`src/sv/cti_pkg.sv`:
```
// Shared types and constants of the cylinder triangle index generator.
package cti_pkg;

	localparam int IDX_W       = 17;
	localparam int REG_W       = 9;
	localparam int WIDE_W      = 18;
	localparam int DIV_STAGES  = 4;
	localparam int DIV_BITS    = 2;
	localparam int QUO_W       = DIV_STAGES * DIV_BITS;
	localparam int CFG_IDX_W   = 1;
	localparam int IN_TDATA_W  = 24;
	localparam int OUT_TDATA_W = 56;

	localparam logic [REG_W-1:0] MIN_SLICES = REG_W'(3);
	localparam logic [REG_W-1:0] MAX_SLICES = REG_W'(256);
	localparam logic [REG_W-1:0] MIN_RINGS  = REG_W'(2);
	localparam logic [REG_W-1:0] MAX_RINGS  = REG_W'(256);

	typedef enum logic [CFG_IDX_W-1:0] {
		REG_SLICE_COUNT = 1'b0,
		REG_RING_COUNT  = 1'b1
	} reg_index_t;

	typedef enum logic [1:0] {
		REGION_TOP    = 2'd0,
		REGION_SIDE   = 2'd1,
		REGION_BOTTOM = 2'd2
	} region_t;

	typedef struct packed {
		logic [REG_W-1:0] slices;
		logic [REG_W-1:0] rings;
	} cfg_t;

	// rem holds the side-band offset and later the remainder of the division by 2S;
	// slice holds the face number on the top cap and the slice on the bottom cap.
	typedef struct packed {
		logic [IDX_W-1:0] rem;
		logic [QUO_W-1:0] quo;
		logic [IDX_W-1:0] vtot;
		logic [REG_W-1:0] slice;
		region_t          region;
		logic             oor;
	} item_t;

	typedef struct packed {
		logic             oor;
		region_t          region;
		logic [IDX_W-1:0] c;
		logic [IDX_W-1:0] b;
		logic [IDX_W-1:0] a;
	} result_t;

endpackage

```
`src/sv/cti_cfg.sv`:
```
// Configuration registers with saturation to the supported slice and ring range.
module cti_cfg (
	input  logic                           clk,
	input  logic                           arst_n,
	input  logic                           cfg_we,
	input  logic [cti_pkg::CFG_IDX_W-1:0]  cfg_index,
	input  logic [cti_pkg::REG_W-1:0]      cfg_data,
	output cti_pkg::cfg_t                  cfg
);
	import cti_pkg::*;

	logic [REG_W-1:0] slices_q;
	logic [REG_W-1:0] rings_q;

	function automatic logic [REG_W-1:0] clamp(input logic [REG_W-1:0] v,
		input logic [REG_W-1:0] lo, input logic [REG_W-1:0] hi);
		logic [REG_W-1:0] r;
		r = v;
		if (r < lo) r = lo;
		if (r > hi) r = hi;
		return r;
	endfunction

	always_ff @(posedge clk or negedge arst_n) begin
		if (!arst_n) begin
			slices_q <= MIN_SLICES;
			rings_q  <= MIN_RINGS;
		end else if (cfg_we) begin
			unique case (reg_index_t'(cfg_index))
				REG_SLICE_COUNT: slices_q <= clamp(cfg_data, MIN_SLICES, MAX_SLICES);
				REG_RING_COUNT:  rings_q  <= clamp(cfg_data, MIN_RINGS, MAX_RINGS);
			endcase
		end
	end

	assign cfg.slices = slices_q;
	assign cfg.rings  = rings_q;

endmodule

```
`src/sv/cti_classify.sv`:
```
// First two pipeline stages: mesh size products and region decode of the face number.
module cti_classify (
	input  logic                       clk,
	input  logic                       arst_n,
	input  cti_pkg::cfg_t              cfg,
	input  logic                       in_valid,
	output logic                       in_ready,
	input  logic [cti_pkg::IDX_W-1:0]  face,
	output logic                       out_valid,
	input  logic                       out_ready,
	output cti_pkg::item_t             out_item
);
	import cti_pkg::*;

	logic             vld_s1;
	logic [IDX_W-1:0] face_s1;
	logic [IDX_W-1:0] sk_s1;
	logic             vld_s2;
	item_t            item_s2;
	logic             rdy_s1;
	logic             rdy_s2;

	logic [IDX_W-1:0]  sk_c;
	logic [WIDE_W-1:0] s_w;
	logic [WIDE_W-1:0] f_w;
	logic [WIDE_W-1:0] total_w;
	logic [WIDE_W-1:0] side_end_w;
	logic [WIDE_W-1:0] vtot_w;
	item_t             item_c;

	assign rdy_s2   = !vld_s2 || out_ready;
	assign rdy_s1   = !vld_s1 || rdy_s2;
	assign in_ready = rdy_s1;

	assign sk_c = IDX_W'(cfg.slices) * IDX_W'(cfg.rings);

	always_comb begin
		s_w        = WIDE_W'(cfg.slices);
		f_w        = WIDE_W'(face_s1);
		total_w    = WIDE_W'(sk_s1) << 1;
		// The side bands end at S + 2S(K-1), which is 2SK - S.
		side_end_w = total_w - s_w;
		vtot_w     = (s_w << 1) + WIDE_W'(sk_s1) + WIDE_W'(cfg.rings);

		item_c        = '0;
		item_c.vtot   = IDX_W'(vtot_w);
		item_c.rem    = IDX_W'(f_w - s_w);
		item_c.oor    = f_w >= total_w;
		item_c.region = REGION_TOP;
		if (!item_c.oor) begin
			if (f_w < s_w) begin
				item_c.region = REGION_TOP;
				item_c.slice  = REG_W'(face_s1);
			end else if (f_w < side_end_w) begin
				item_c.region = REGION_SIDE;
			end else begin
				item_c.region = REGION_BOTTOM;
				item_c.slice  = REG_W'(f_w - side_end_w);
			end
		end
	end

	always_ff @(posedge clk or negedge arst_n) begin
		if (!arst_n) begin
			vld_s1 <= 1'b0;
			vld_s2 <= 1'b0;
		end else begin
			if (rdy_s1) vld_s1 <= in_valid;
			if (rdy_s2) vld_s2 <= vld_s1;
		end
	end

	always_ff @(posedge clk) begin
		if (rdy_s1 && in_valid) begin
			face_s1 <= face;
			sk_s1   <= sk_c;
		end
		if (rdy_s2 && vld_s1) item_s2 <= item_c;
	end

	assign out_valid = vld_s2;
	assign out_item  = item_s2;

endmodule

```
`src/sv/cti_divider.sv`:
```
// Pipelined restoring divider: splits the side-band offset into band and remainder mod 2S.
module cti_divider (
	input  logic            clk,
	input  logic            arst_n,
	input  cti_pkg::cfg_t   cfg,
	input  logic            in_valid,
	output logic            in_ready,
	input  cti_pkg::item_t  in_item,
	output logic            out_valid,
	input  logic            out_ready,
	output cti_pkg::item_t  out_item
);
	import cti_pkg::*;

	logic              div_vld_s  [DIV_STAGES];
	item_t             div_item_s [DIV_STAGES];
	logic              rdy        [DIV_STAGES];
	item_t             nxt        [DIV_STAGES];
	logic [REG_W:0]    divisor;

	assign divisor = {cfg.slices, 1'b0};

	for (genvar st = 0; st < DIV_STAGES; st++) begin : g_stage
		item_t             src;
		logic              src_vld;
		logic              dst_rdy;
		logic [WIDE_W-1:0] rem_w;
		logic [WIDE_W-1:0] trial;

		if (st == 0) begin : g_first
			assign src     = in_item;
			assign src_vld = in_valid;
		end else begin : g_next
			assign src     = div_item_s[st-1];
			assign src_vld = div_vld_s[st-1];
		end

		if (st == DIV_STAGES - 1) begin : g_last
			assign dst_rdy = out_ready;
		end else begin : g_mid
			assign dst_rdy = rdy[st+1];
		end

		assign rdy[st] = !div_vld_s[st] || dst_rdy;

		// Two quotient bits per stage, most significant first.
		always_comb begin
			nxt[st] = src;
			rem_w   = WIDE_W'(src.rem);
			trial   = '0;
			for (int b = 0; b < DIV_BITS; b++) begin
				trial = WIDE_W'(divisor) << (QUO_W - 1 - st * DIV_BITS - b);
				if (rem_w >= trial) begin
					rem_w = rem_w - trial;
					nxt[st].quo = nxt[st].quo |
						(QUO_W'(1) << (QUO_W - 1 - st * DIV_BITS - b));
				end
			end
			nxt[st].rem = IDX_W'(rem_w);
		end

		always_ff @(posedge clk or negedge arst_n) begin
			if (!arst_n) begin
				div_vld_s[st] <= 1'b0;
			end else if (rdy[st]) begin
				div_vld_s[st] <= src_vld;
			end
		end

		always_ff @(posedge clk) begin
			if (rdy[st] && src_vld) div_item_s[st] <= nxt[st];
		end
	end

	assign in_ready  = rdy[0];
	assign out_valid = div_vld_s[DIV_STAGES-1];
	assign out_item  = div_item_s[DIV_STAGES-1];

endmodule

```
`src/sv/cti_assemble.sv`:
```
// Last two pipeline stages: band row offset, then the three vertex indices per region.
module cti_assemble (
	input  logic              clk,
	input  logic              arst_n,
	input  cti_pkg::cfg_t     cfg,
	input  logic              in_valid,
	output logic              in_ready,
	input  cti_pkg::item_t    in_item,
	output logic              out_valid,
	input  logic              out_ready,
	output cti_pkg::result_t  out_res
);
	import cti_pkg::*;

	logic              vld_s7;
	item_t             item_s7;
	logic [IDX_W-1:0]  prod_s7;
	logic              vld_s8;
	result_t           res_s8;
	logic              rdy_s7;
	logic              rdy_s8;

	logic [IDX_W-1:0]  prod_c;
	logic [WIDE_W-1:0] s_w;
	logic [WIDE_W-1:0] sl_w;
	logic [WIDE_W-1:0] upper_w;
	logic [WIDE_W-1:0] lower_w;
	logic [WIDE_W-1:0] vtot_w;
	result_t           res_c;

	assign rdy_s8   = !vld_s8 || out_ready;
	assign rdy_s7   = !vld_s7 || rdy_s8;
	assign in_ready = rdy_s7;

	assign prod_c = IDX_W'(in_item.quo) * (IDX_W'(cfg.slices) + IDX_W'(1));

	always_comb begin
		s_w     = WIDE_W'(cfg.slices);
		sl_w    = WIDE_W'(item_s7.slice);
		vtot_w  = WIDE_W'(item_s7.vtot);
		// On the side the slice is half the remainder, its low bit picks the triangle of the quad.
		upper_w = WIDE_W'(prod_s7) + s_w + WIDE_W'(item_s7.rem[IDX_W-1:1]);
		lower_w = upper_w + s_w + WIDE_W'(1);

		res_c        = '0;
		res_c.oor    = item_s7.oor;
		res_c.region = item_s7.region;
		if (item_s7.oor) begin
			res_c.region = REGION_TOP;
		end else begin
			unique case (item_s7.region)
				REGION_TOP: begin
					res_c.a = IDX_W'(sl_w);
					res_c.b = IDX_W'(sl_w + s_w);
					res_c.c = IDX_W'(sl_w + s_w + WIDE_W'(1));
				end
				REGION_SIDE: begin
					if (!item_s7.rem[0]) begin
						res_c.a = IDX_W'(upper_w);
						res_c.b = IDX_W'(lower_w);
						res_c.c = IDX_W'(upper_w + WIDE_W'(1));
					end else begin
						res_c.a = IDX_W'(upper_w + WIDE_W'(1));
						res_c.b = IDX_W'(lower_w);
						res_c.c = IDX_W'(lower_w + WIDE_W'(1));
					end
				end
				REGION_BOTTOM: begin
					res_c.a = IDX_W'(vtot_w - s_w + sl_w);
					res_c.b = IDX_W'(vtot_w - (s_w << 1) + sl_w);
					res_c.c = IDX_W'(vtot_w - (s_w << 1) + sl_w - WIDE_W'(1));
				end
				default: begin
					res_c = '0;
				end
			endcase
		end
	end

	always_ff @(posedge clk or negedge arst_n) begin
		if (!arst_n) begin
			vld_s7 <= 1'b0;
			vld_s8 <= 1'b0;
		end else begin
			if (rdy_s7) vld_s7 <= in_valid;
			if (rdy_s8) vld_s8 <= vld_s7;
		end
	end

	always_ff @(posedge clk) begin
		if (rdy_s7 && in_valid) begin
			item_s7 <= in_item;
			prod_s7 <= prod_c;
		end
		if (rdy_s8 && vld_s7) res_s8 <= res_c;
	end

	assign out_valid = vld_s8;
	assign out_res   = res_s8;

endmodule

```
`src/sv/cylinder_triangle_index_generator.sv`:
```
// Capped-cylinder triangle index generator: one triangle number in, three vertex indices out.
// It takes one face number per clock unless stalled and returns its three vertex indices,
// region and out-of-range flag: two stages compute 2SK, the vertex total and the region, four
// stages run a restoring division by 2S at two quotient bits each to find the band and the
// quad within it, one stage multiplies the band by S+1, and the last stage forms the indices
// into the output register. Every stage holds its own valid bit, so a stall on the output
// side fills empty stages before the input side is held. Slice and ring counts must be written
// through the configuration port only while no beat is in flight; the block does not check it.
module cylinder_triangle_index_generator (
	input  logic                             clk,
	input  logic                             arst_n,
	input  logic                             cfg_we,
	input  logic [cti_pkg::CFG_IDX_W-1:0]    cfg_index,
	input  logic [cti_pkg::REG_W-1:0]        cfg_data,
	input  logic                             s_axis_tvalid,
	output logic                             s_axis_tready,
	// Fields from bit 0: face_number[16:0], zero fill.
	input  logic [cti_pkg::IN_TDATA_W-1:0]   s_axis_tdata,
	output logic                             m_axis_tvalid,
	input  logic                             m_axis_tready,
	// Fields from bit 0: vertex_first[16:0], vertex_second[33:17], vertex_third[50:34],
	// region[52:51], out_of_range[53], zero fill.
	output logic [cti_pkg::OUT_TDATA_W-1:0]  m_axis_tdata
);
	import cti_pkg::*;

	cfg_t    cfg;
	logic    cls_valid;
	logic    cls_ready;
	item_t   cls_item;
	logic    div_valid;
	logic    div_ready;
	item_t   div_item;
	result_t res;

	cti_cfg u_cfg (
		.clk       (clk),
		.arst_n    (arst_n),
		.cfg_we    (cfg_we),
		.cfg_index (cfg_index),
		.cfg_data  (cfg_data),
		.cfg       (cfg)
	);

	cti_classify u_classify (
		.clk       (clk),
		.arst_n    (arst_n),
		.cfg       (cfg),
		.in_valid  (s_axis_tvalid),
		.in_ready  (s_axis_tready),
		.face      (s_axis_tdata[IDX_W-1:0]),
		.out_valid (cls_valid),
		.out_ready (cls_ready),
		.out_item  (cls_item)
	);

	cti_divider u_divider (
		.clk       (clk),
		.arst_n    (arst_n),
		.cfg       (cfg),
		.in_valid  (cls_valid),
		.in_ready  (cls_ready),
		.in_item   (cls_item),
		.out_valid (div_valid),
		.out_ready (div_ready),
		.out_item  (div_item)
	);

	cti_assemble u_assemble (
		.clk       (clk),
		.arst_n    (arst_n),
		.cfg       (cfg),
		.in_valid  (div_valid),
		.in_ready  (div_ready),
		.in_item   (div_item),
		.out_valid (m_axis_tvalid),
		.out_ready (m_axis_tready),
		.out_res   (res)
	);

	assign m_axis_tdata = OUT_TDATA_W'(res);

`ifndef SYNTHESIS
	assert property (@(posedge clk) disable iff (!arst_n)
		m_axis_tvalid && res.oor |->
			(res.a == '0) && (res.b == '0) && (res.c == '0) && (res.region == REGION_TOP))
		else $error("out-of-range beat carries non-zero indices");

	assert property (@(posedge clk) disable iff (!arst_n)
		m_axis_tvalid && !res.oor && (res.region == REGION_TOP) |->
			res.b == res.a + IDX_W'(cfg.slices))
		else $error("top cap fan does not reach the first ring");

	assert property (@(posedge clk) disable iff (!arst_n)
		m_axis_tvalid && !res.oor && (res.region == REGION_BOTTOM) |->
			res.a == res.c + IDX_W'(cfg.slices) + IDX_W'(1))
		else $error("bottom cap fan does not start from the last ring");
`endif

endmodule

```
`config.mk`:
```
export PLATFORM = sky130hd
export DESIGN_NAME = cylinder_triangle_index_generator
export DESIGN_NICKNAME = d
export VERILOG_FILES = /design/src/sv/cti_pkg.sv /design/src/sv/cti_cfg.sv /design/src/sv/cti_classify.sv /design/src/sv/cti_divider.sv /design/src/sv/cti_assemble.sv /design/src/sv/cylinder_triangle_index_generator.sv
export SDC_FILE = /design/constraint.sdc
export NUM_CORES = 1
export LEC_CHECK = 0
export BUFFER_PORTS_ARGS = -buffer_cell sky130_fd_sc_hd__buf_4
export CAP_MARGIN = 20
export CORE_ASPECT_RATIO = 0.75
export CORE_UTILIZATION = 58
export DETAILED_ROUTE_END_ITERATION = 12
export PLACE_DENSITY = 0.77
export SKIP_LAST_GASP = 1
export SLEW_MARGIN = 20
export SYNTH_ARGS = -nofsm -noshare
export SYNTH_HDL_FRONTEND = slang
export SYNTH_SLANG_ARGS = --single-unit
export TNS_END_PERCENT = 20
```
`constraint.sdc`:
```
create_clock -name clk -period 14.6 [get_ports clk]
set_input_delay 0 -clock clk [delete_from_list [all_inputs] [get_ports clk]]
set_output_delay 0 -clock clk [all_outputs]
set_load 0.02 [all_outputs]
```
==> results of run 1 <==
synth_stat cells (all sizes together) (5+ instances only):
library cell	instances	area (um^2)
a2111oi	5	63.8
a211o	6	52.6
a211oi	23	178
a21boi	14	105
a21o	80	601
a21oi	177	886
a221oi	5	61.3
a22o	5	43.8
a22oi	8	60.1
a31oi	10	62.6
and2	71	444
and3	16	100
and4	5	43.8
buf	11	70.1
clkbuf	58	218
dfrtp	23	576
edfxtp	401	12000
fa	145	2900
ha	296	3700
inv	322	1210
mux2	29	327
mux2i	28	280
nand2	194	728
nand2b	45	282
nand3	39	195
nand3b	13	97.6
nand4	19	119
nand4b	5	43.8
nor2	181	679
nor2b	91	569
nor3	37	195
nor3b	9	72.6
nor4	21	153
o211ai	10	80.1
o21a	20	150
o21ai	129	649
o21bai	24	180
o22ai	11	68.8
o31ai	13	103
or2	11	73.8
or3	21	131
or4	9	67.6
xnor2	170	1490
xor2	88	771
metrics by stage:
step	util, %	area (um^2)	hold slack [ns]	worst slack, ns
2_1_floorplan	-	31500	-0.296	8.34
3_3_place_gp	62.0	33000	-0.0800	7.90
3_5_place_dp	62.0	33000	-0.0731	7.79
4_1_cts	65.4	34800	0.0173	7.70
5_1_grt	65.4	34800	0.0776	7.28
6_report	65.4	34800	0.0530	7.76
state kept, by name, summed over array words and instances, names as in the netlist:
| signal | cells |
|---|---|
| u_assemble.item_s7 | 46 |
| u_assemble.out_res | 54 |
| u_assemble.out_valid | 1 |
| u_assemble.prod_s7 | 17 |
| u_assemble.vld_s7 | 1 |
| u_cfg.rings_q | 9 |
| u_cfg.slices_q | 9 |
| u_classify.face_s1 | 17 |
| u_classify.out_item | 46 |
| u_classify.out_valid | 1 |
| u_classify.sk_s1 | 17 |
| u_classify.vld_s1 | 1 |
| u_divider.div_item_s | 204 |
| u_divider.g_stage.src_vld | 3 |
| u_divider.out_valid | 1 |
kinds of logic (layout without fill, tap and decap cells):
| logic type | count (synthesis) | after routing |
|---|---|---|
| buffers and inverters | 393 | 559 |
| AOI/OAI and AO/OA | 577 | 577 |
| xor gates and xnor gates | 258 | 258 |
| DFF | 427 | 427 |
| and+or+nand+nor | 798 | 798 |
| other | 1 | 2 |
| adders and majority gates | 441 | 441 |
| muxes | 57 | 57 |
critical path: stages (launching register included):
cell and delay [ns]:
dfstp_2 0.53, buf_4 0.46, inv_1 0.16, nor3_1 0.27, nand3_1 0.20, xnor2_1 0.67
nor2b_1 0.14, fa_1 0.54, fa_1 0.45, fa_1 0.54, inv_1 0.05, fa_1 0.53
inv_1 0.04, ha_1 0.33, a21oi_1 0.21, o21ai_0 0.11, a21oi_1 0.23, o21ai_0 0.14
or4_1 0.46, a31o_2 0.26, a21oi_1 0.16, xnor2_1 0.08
metal layers:
| metal | routed length [um] | vias to the layer above |
|---|---|---|
| met5 | 13 | - |
| met4 | 2390 | 2 |
| met3 | 5050 | 160 |
| met2 | 35200 | 813 |
| met1 | 32400 | 10800 |
| li1 | - | 10600 |
how the worst max path moves through the flow:
stage / start / end / slack (ns)
final: u_cfg.slices_q[0]$_DFFE_PN1P_ / u_assemble.prod_s7[16]$_DFFE_PP_ / 7.76
after global placement: u_cfg.slices_q[0]$_DFFE_PN1P_ / u_assemble.prod_s7[16]$_DFFE_PP_ / 7.90
after detailed placement: u_cfg.slices_q[0]$_DFFE_PN1P_ / u_divider.div_item_s[1][47]$_DFFE_PP_ / 7.79
after floorplan: u_cfg.slices_q[1]$_DFFE_PN1P_ / u_assemble.prod_s7[16]$_DFFE_PP_ / 8.34
after global routing: u_cfg.slices_q[0]$_DFFE_PN1P_ / u_divider.div_item_s[1][47]$_DFFE_PP_ / 7.28
after CTS: u_cfg.slices_q[0]$_DFFE_PN1P_ / u_divider.div_item_s[1][47]$_DFFE_PP_ / 7.70
final cells by class:
class / count / area (um^2)
Inverter: 324 / 1220
Sequential cell: 427 / 12700
Timing Repair Buffer: 155 / 1250
Clock buffer: 53 / 1160
Tap cell: 712 / 891
Fill cell: 4026 / 18400
Clock inverter: 27 / 258
Multi-Input combinational cell: 2133 / 17300
==> qor.yml, run 1 <==
busiest_layer: "met2"
hold_path_class: "input pin to flop"
final_cells: 3831
setup_viol: 0
ys_types: 92
synth_xor_area_share_pct: 7.18
synth_edf_count: 401
clk_latency_ns: 0.58
layout_min_cycle_time_ns: 6.84
hp-start: "cfg_index"
end_kind: "flop"
post-cts-setup-buffers: 0
holdPathEnd: "u_cfg.rings_q[1]$_DFFE_PN1P_"
root_buffer: "clkbuf_16"
gp_congestion: 0.977
cts_hold_buf: 35
cts.path.max_buffers: 3
fp.coreArea_mm2: 0.0532
crit_required_ns: 14.92
synth_top_family_by_area: "adder cells"
grtUsageMet2_pct: 46.3
yosys_warnings: 0
max_slew_margin_pct: 31.6
grt_max_degree: 64
drv_slew: 0
cts_tree: "built"
reg2reg_to: "u_assemble.prod_s7[16]$_DFFE_PP_"
cts-resized-gates: 0
synthesis.area_mm2: 0.0315
area_delta_synth_final_pct: 10.6
drt_first_pass_iters: 6
via_count: 22400
die_area_mm2: 0.0552
synth_ff_type: "edfxtp_1"
die_w_um: 271
synth.avg_cell_area_um2: 10.7
place_inst: 3716
met3_usage_pct: 3.58
port_buffers: 87
grt_pass1_vias: 22400
overflow: 0
rows: 73
final_common_cell: "edfxtp_1"
critPathArrivalTime_ns: 7.17
track_usage_pct: 27.6
synthAdderAreaFrac_pct: 21.0
antenna_cells: 0
ioPinCount: 97
first_iter_violations: 1746
fmaxAchievable_ghz: 0.146
ys_seq_area_share_pct: 40.3
grt_first_pass_wirelength_um: 119000
final_nets: 3564
whs_path_depth: 4
worst_pin_slew_ns: 1.02
routed_wl_um: 75100
status: "finished, final reports clean"
yosys_register_bits: 427
numClockSinks: 427
initial_core_util_pct: 59.1
hold_violations: 0
clock-skew-final_ns: 0.0165
drive_gt1_share_pct: 8.34
wl_per_cell_um: 19.6
cts_buffers: 43
setup_tns_ns: 0
maxCapViolCount: 0
synth_compound_area_share_pct: 11.8
vias_per_cell: 5.84
crit_type: "flop to flop"
groute.layer.met1.usage_pct: 37.0
htree_levels: 2
dp_hpwl_um: 56600
antenna_found_initial: 1
final_cell_mix: "401 x edfxtp_1, 322 x inv_1, 296 x ha_1"
drc: 0
r2r_start: "u_cfg.slices_q[0]$_DFFE_PN1P_"
die_y_um: 204
r2r_cells: 21
synthCells: 2952
antenna_left: 0
muxShareOfSynthArea_pct: 1.93
r2r_setup_slack_ns: 7.76
synth-simple-area-share_pct: 13.0
finalCritPeriodShare_pct: 46.9
path_clk_slew_ns: 0.06
rsz0062_at_grt: "false"
synthArstFlopShare_pct: 6.09
cp-start-kind: "flop"
crit_fanout: 36
Power of run 1 is left out: the tool's default activity adds up to more than one toggle a clock period on the data nets, which glitch-free logic cannot reach.
==> inputs of run 2 (changes only) <==
==> constraint.sdc (replaced) <==
create_clock -name clk -period 6.3 [get_ports clk]
set_input_delay 0 -clock clk [delete_from_list [all_inputs] [get_ports clk]]
set_output_delay 0 -clock clk [all_outputs]
set_load 0.02 [all_outputs]
==> qor.yml, run 2 (synthesized netlist as in run 1, its figures left out) <==
crit_type: "flop to flop"
track_usage_pct: 28.6  # +1.0 points
drv_slew: 0  # unchanged
die_w_um: 271  # unchanged
via_count: 22500  # +0.71%
drt_first_pass_iters: 5  # -1
crit_chain: "ha_1 -> inv_1 -> fa_1 -> a21o_1 -> a21oi_1 -> o21bai_1 -> a21oi_1 -> o21bai_1 -> a21o_1 -> nand2_1 -> o21ai_1 -> buf_4 -> mux2_2 -> ha_1 -> o21ai_0 -> nand2b_1 -> nor2b_1 -> a211oi_1 -> o21bai_1 -> a21oi_1 -> nand3b_1 -> or3_1 -> mux2_1"
crit_required_ns: 6.61  # -8.31 ns
area_delta_synth_final_pct: 11.5
grt_first_pass_wirelength_um: 122000  # +2.5%
finalCritPeriodShare_pct: 95.6  # +49 points
max_slew_margin_pct: 24.6  # -7.0 points
fillerInstances: 4043  # +0.42%
place_ws_ns: 0.298  # -7.49 ns
reg2reg_to: "u_divider.div_item_s[1][47]$_DFFE_PP_"
cts.path.max_buffers: 3  # unchanged
antenna_found_initial: 1  # unchanged
cpPeakStageDelay_ns: 0.67  # about the same
htree_levels: 2  # unchanged
cp-start-kind: "flop"
path_buf_inv: 2  # -2
antenna_left: 0  # unchanged
fp.coreArea_mm2: 0.0532  # unchanged
path_clk_slew_ns: 0.06  # about the same
setup_viol: 0  # unchanged
vias_per_cell: 5.84  # -0.12%
regMostFlops: "u_divider.div_item_s"
drive_gt1_share_pct: 9.27  # +0.93 points
die_area_mm2: 0.0552  # unchanged
final_cell_mix: "401 x edfxtp_1, 322 x inv_1, 296 x ha_1"
critPathArrivalTime_ns: 6.33  # -0.84 ns
routed_wl_um: 77900  # +3.8%
final_common_cell: "edfxtp_1"
gp_congestion: 0.945  # -3.3%
worst_pin_slew_ns: 1.12  # +0.104 ns
end_kind: "flop"
hold_path_class: "input pin to flop"
hold_violations: 0  # unchanged
endpoint: "u_divider.div_item_s[1][47]$_DFFE_PP_"
drc: 0  # unchanged
port_buffers: 87  # unchanged
clk_latency_ns: 0.59  # about the same
numClockSinks: 427  # unchanged
grt_pass1_vias: 22400  # -0.22%
overflow: 0  # unchanged
first_iter_violations: 1915  # +9.7%
holdWs_ns: 0.0619  # +0.00895 ns
die_y_um: 204  # unchanged
initial_core_util_pct: 59.1  # unchanged
critPathTopFamily: "compound AO/OA/AOI/OAI gates"
clock-skew-final_ns: 0.0335  # +0.0170 ns
status: "finished, final reports clean"
cp.depth: 23  # +9.5%
r2r_start: "u_cfg.slices_q[0]$_DFFE_PN1P_"
rsz0062_at_grt: "true"
cts_buffers: 45  # +4.7%
crit_path_start: "u_cfg.slices_q[0]$_DFFE_PN1P_"
fmaxAchievable_ghz: 0.166  # +14%
antenna_cells: 0  # unchanged
rows: 73  # unchanged
r2r_cells: 23  # +9.5%
root_buffer: "clkbuf_16"
layout_min_cycle_time_ns: 6.02  # -0.822 ns
worst_slack_ns: 0.277  # -7.48 ns
grt_max_degree: 64  # unchanged
cp_slowest_cell: "dfstp_2"
maxCapViolCount: 0  # unchanged
cts_tree: "built"
largest_register_ffs: 204  # unchanged
final_nets: 3595  # +0.87%
r2r_setup_slack_ns: 0.28  # -7.48 ns
crit_fanout: 14  # -61%
dp_hpwl_um: 59500  # +5.2%
ioPinCount: 97  # unchanged
wl_per_cell_um: 20.2  # +2.9%
-- run 2: cell count changes in the layout (fill, tap and decap cells not counted), sizes merged --
cell,before,now
buf,121,146
clkbuf,53,58
dlygate4sd3,34,37
bufinv,3,1
clkinv,13,15
and2b,1,2
clkinvlp,6,5
inv,329,328
-- run 2: worst min-delay path, stage by stage --
cell     delay [ns]
buf_4          0.08
nand2_1        0.27
nand2_1        0.16
o41ai_1        0.07
-- run 2: stage by stage --
| step | instance area, um^2 | util [%] | setup TNS (ns) | instances |
|---|---|---|---|---|
| 6_report | 35100 | 65.9 | 0 | 3863 |
| 5_1_grt | 35100 | 65.9 | -0.111 | 3863 |
| 4_1_cts | 35000 | 65.8 | 0 | 3860 |
| 3_5_place_dp | 33200 | 62.4 | 0 | 3739 |
| 3_3_place_gp | 33200 | 62.4 | 0 | 3739 |
| 2_1_floorplan | 31500 | - | 0 | 2953 |
-- run 2: worst min-delay path by stage --
stage | start | to | slack (ns) | cells past startpoint
after global placement | arst_n | u_cfg.rings_q[0]$_DFFE_PN0P_ | -0.08 | 1
after detailed placement | arst_n | u_cfg.rings_q[0]$_DFFE_PN0P_ | -0.07 | 1
after CTS | cfg_we | u_cfg.slices_q[0]$_DFFE_PN1P_ | 0.04 | 3
final | cfg_index | u_cfg.rings_q[0]$_DFFE_PN0P_ | 0.06 | 4
after floorplan | arst_n | u_assemble.out_valid$_DFFE_PN0P_ | -0.30 | 0
after global routing | cfg_we | u_cfg.slices_q[0]$_DFFE_PN1P_ | 0.12 | 3
-- run 2: what timing repair did --
action	CTS	global route
hold buffers	38	0
hold endpoints to repair	65	0
resized for setup	0	6
setup endpoints to repair	0	10
setup buffers	0	2
-- run 2: metal layers --
| metal | part of all wire [%] | GRT usage [%] |
|---|---|---|
| met2 | 46 | 46.4 |
| met3 | 6.3 | 3.99 |
| met4 | 2.8 | 8.86 |
| met1 | 45 | 39.9 |
| met5 | 0 | 0 |
-- run 2: final cells by class --
cell class                      instances  area (um^2)  area share, %
Clock buffer                           58         1270           3.62
Clock inverter                         25          186          0.531
Inverter                              324         1220           3.47
Multi-Input combinational cell       2134        17400           49.5
Sequential cell                       427        12700           36.2
Tap cell                              712          891           2.54
Timing Repair Buffer                  183         1460           4.17
Power of run 2 is left out for the same reason.
